[config.mk]
export PLATFORM = sky130hd
export DESIGN_NAME = gtb_ram
export DESIGN_NICKNAME = d
export VERILOG_FILES = /design/src/design/gtb_ram.sv
export SDC_FILE = /design/constraint.sdc
export NUM_CORES = 2
export LEC_CHECK = 0
export BUFFER_PORTS_ARGS = -buffer_cell sky130_fd_sc_hd__buf_2
export CAP_MARGIN = 20
export CORE_ASPECT_RATIO = 1.1
export CORE_MARGIN = 10
export CORE_UTILIZATION = 30
export DETAILED_ROUTE_END_ITERATION = 8
export GPL_TIMING_DRIVEN = 0
export PLACE_DENSITY = 0.55
export RECOVER_POWER = 100
export SETUP_SLACK_MARGIN = 0.02
export SLEW_MARGIN = 0
export SYNTH_ARGS = -nofsm -noshare
export SYNTH_HDL_FRONTEND = slang
export SYNTH_SLANG_ARGS = --single-unit
[constraint.sdc]
create_clock -name clk -period 5.6 [get_ports clk]
set_input_delay 0.56 -clock clk [delete_from_list [all_inputs] [get_ports clk]]
set_output_delay 0.56 -clock clk [all_outputs]
set_load 0.03 [all_outputs]
[src/design/gtb_ram.sv]
// Generic single-write, single-read RAM with registered read data.
`default_nettype none
module gtb_ram #(
	parameter int WIDTH = 8,
	parameter int DEPTH = 512
) (
	input  wire logic                                   clk,
	input  wire logic                                   we,
	input  wire logic [(DEPTH > 1 ? $clog2(DEPTH) : 1)-1:0] waddr,
	input  wire logic [WIDTH-1:0]                       wdata,
	input  wire logic                                   re,
	input  wire logic [(DEPTH > 1 ? $clog2(DEPTH) : 1)-1:0] raddr,
	output      logic [WIDTH-1:0]                       rdata
);

	logic [WIDTH-1:0] mem_q [DEPTH];

	always_ff @(posedge clk) begin
		if (we) begin
			mem_q[waddr] <= wdata;
		end
		if (re) begin
			rdata <= mem_q[raddr];
		end
	end

endmodule
`default_nettype wire

==> results.py <==
metrics = {
    "timing": {
        "hold_slack_ps": 402,
        "setup_violations": 1,
        "min_period_ps": 5620,
        "final.setup.worst_slack_ps": -18.3,
        "hold_viol": 0,
        "drv_slew": 1468,
        "worst_clock_skew_ps": 72.6,
        "fmax_mhz": 178,
        "slew_headroom_pct": -236,
        "fin_crit_sh_pct": 100,
        "rsz0062_at_grt": "false",
        "fin_tns_setup_ps": -18.3,
        "worst_pin_slew_ps": 5050,
    },
    "floorplan": {
        "start_util_pct": 30.1,
        "die_h_um": 786,
        "placementRows": 281,
        "ios": 37,
        "die_width_um": 716,
        "die_area_um2": 563000,
        "core_area_um2": 532000,
    },
    "yosys": {
        "ys_seq_area_share_pct": 77.0,
        "ys_top_cells_by_count": "4104 x edfxtp_1, 797 x mux2i_1, 654 x mux4_2",
        "mappedNetlistArea_um2": 160000,
        "synth_top_area_share_pct": 77.0,
        "ys_types": 50,
        "synth_edf_count": 4104,
        "ys_top_cells_by_area": "edfxtp_1 77%, mux4_2 9.2%, mux2i_1 5.0%",
        "synth_top_area_cell": "edfxtp_1",
        "synth-seq-cells": 4104,
        "synth-async-reset-ratio_pct": 0,
        "synth_cells": 8030,
        "yosys_warnings": 0,
        "synth_most_common_cell": "edfxtp_1",
        "avgSynthCellArea_um2": 19.9,
        "synth_flop_cell": "edfxtp_1",
        "synth_fp_nets": 8059,
    },
    "critical_path": {
        "cpPeakStageDelay_ps": 990,
        "crit_path_cell_trace": "clkbuf_1 > clkbuf_1 > nor2b_1 > and2_0 > clkbuf_1 > o21ai_0 > nand4_1 > nand2_1 > o2111a_1",
        "crit_fanout": 10,
        "cp.arrival_ps": 6340,
        "worst_path_max_delay_cell": "clkbuf_1",
        "path_common_cell": "clkbuf_1",
        "critPathKind": "input pin to register",
        "start_kind": "input pin",
        "cp.required_ps": 6320,
        "worst_setup_path_end_kind": "register",
    },
    "grt": {
        "antenna_found_initial": 99,
        "grt_pass1_vias": 88400,
        "track_usage_pct": 21.7,
        "overflow": 0,
        "grt_pass1_wl_mm": 820,
        "grt_max_degree": 145,
    },
    "layout": {
        "fill_cells": 49200,
        "multi_input_area_um2": 33800,
        "area_delta_synth_final_pct": 16.1,
        "final_util_pct": 34.9,
        "seqCellArea_um2": 123000,
        "drive_gt1_share_pct": 19.1,
        "instances_no_fill": 16200,
        "finalNetCount": 8690,
    },
    "drt": {
        "vias": 91700,
        "first_iter_violations": 16000,
        "wl_mm": 632,
        "drtAntennaViolNets": 0,
        "drc": 0,
        "drt-vias-per-instance": 5.67,
        "wire_per_inst_um": 39.1,
        "first_pass_iters": 8,
    },
    "cts": {
        "clock_latency_ps": 1020,
        "clockBufferDepth": 4,
        "htreeDepth": 5,
        "clock-sinks": 4104,
        "cts_tree": "done",
        "post_cts_buffers": 0,
        "cts_resized": 0,
        "path_clk_slew_ps": 70,
        "root_buffer": "clkbuf_16",
        "cts_made_buffers": 418,
    },
    "place": {
        "io_buffers": 32,
        "dp_hpwl_mm": 452,
        "pre_cts_ws_ps": 99.7,
        "place_congestion": 1.04,
        "place_inst": 15300,
    },
    "status": {
        "status": "finished, violations left",
        "violations": "capacitance limit, slew limit, setup timing",
    },
    "power_and_ir_drop": {
        "p_leak_nw": 57.9,
        "peakVddDrop_uv": 254,
        "p_per_area_nw_per_um2": 357,
    },
    "hold_path": {
        "holdCritPathClass": "input pin to register",
    },
    "job": {
        "cap_violations": 39,
    },
}
==> path summary, 6_finish.rpt <==
check                 from  cells past startpoint      endpoint  slack, ps
max               raddr[5]                      9      rdata[1]        -20
max reg2reg   mem_q[59][5]                      7      rdata[5]       1560
min reg2reg  mem_q[154][4]                      4      rdata[4]       1360
min               waddr[1]                      3  mem_q[15][6]        400
==> layer usage <==
metal / part of all wire (%) / GRT usage (%) / vias to the layer above / wire length, um
li1: - / - / 34900 / -
met1: 35 / 25.8 / 48200 / 219000
met2: 45 / 32.9 / 6873 / 282000
met3: 12 / 7.00 / 1678 / 76900
met4: 8.5 / 15.9 / 26 / 53900
met5: 0.028 / 0 / - / 174
==> kinds of logic after synthesis <==
group	count (synthesis)	share of synthesized area [%]
buffers and inverters	516	1.85
multiplexers	1451	14.2
AO/OA/AOI/OAI	979	4.31
flip-flops	4104	77.0
AND/OR/NAND/NOR	980	2.63
==> report_power, final <==
| group | switching (mW) | internal, mW |
|---|---|---|
| clock network | 12.3 | 15.9 |
| registers | 0.0106 | 33.9 |
| logic | 3.22 | 1.13 |
| total | 15.5 | 50.9 |
==> through the flow <==
stage          cell area, um^2  total power [mW]
4_1_cts                 186000              66.4
3_3_place_gp            169000              38.7
2_1_floorplan           160000              36.1
3_5_place_dp            172000              38.7
6_report                186000              66.4
5_1_grt                 186000              67.7
==> registers in the layout (all words and copies together) (netlist names) <==
signal,cells
mem_q,4096
rdata,8
==> cell usage in the layout, fill, tap and decap left out, drive strengths merged, types with 36 or more instances in the layout <==
master  count
mux2i     797
nor3      109
nand2     111
bufinv     43
nor2      597
nand3      36
a22oi      61
mux4      654
buf       393
clkbuf    830
a21oi     194
clkinv    189
nor4       36
edfxtp   4104
diode      70
o221ai    372
o21ai     119
o22ai     163
==> worst max-delay path, delay by kind of cell <==
kind	cells	cell delay, ps
compound gates	2	1210
buf+inv	3	1850
simple gates	4	2630
==> timing repair <==
action	4_1_cts	5_1_grt
hold endpoints to repair	71	0
hold buffers	5	0
setup endpoints to repair	0	0
==> layout make-up <==
class / instances / area share [%]
Antenna cell: 70 / 0.0943
Clock inverter: 268 / 1.49
Buffer: 513 / 1.65
Clock buffer: 506 / 5.86
Inverter: 3 / 0.00606
Tap cell: 7075 / 4.76
Sequential cell: 4104 / 66.3
Timing Repair Buffer: 211 / 1.59
Multi-Input combinational cell: 3410 / 18.2
No activity file was read; power rests on OpenSTA's default activity.
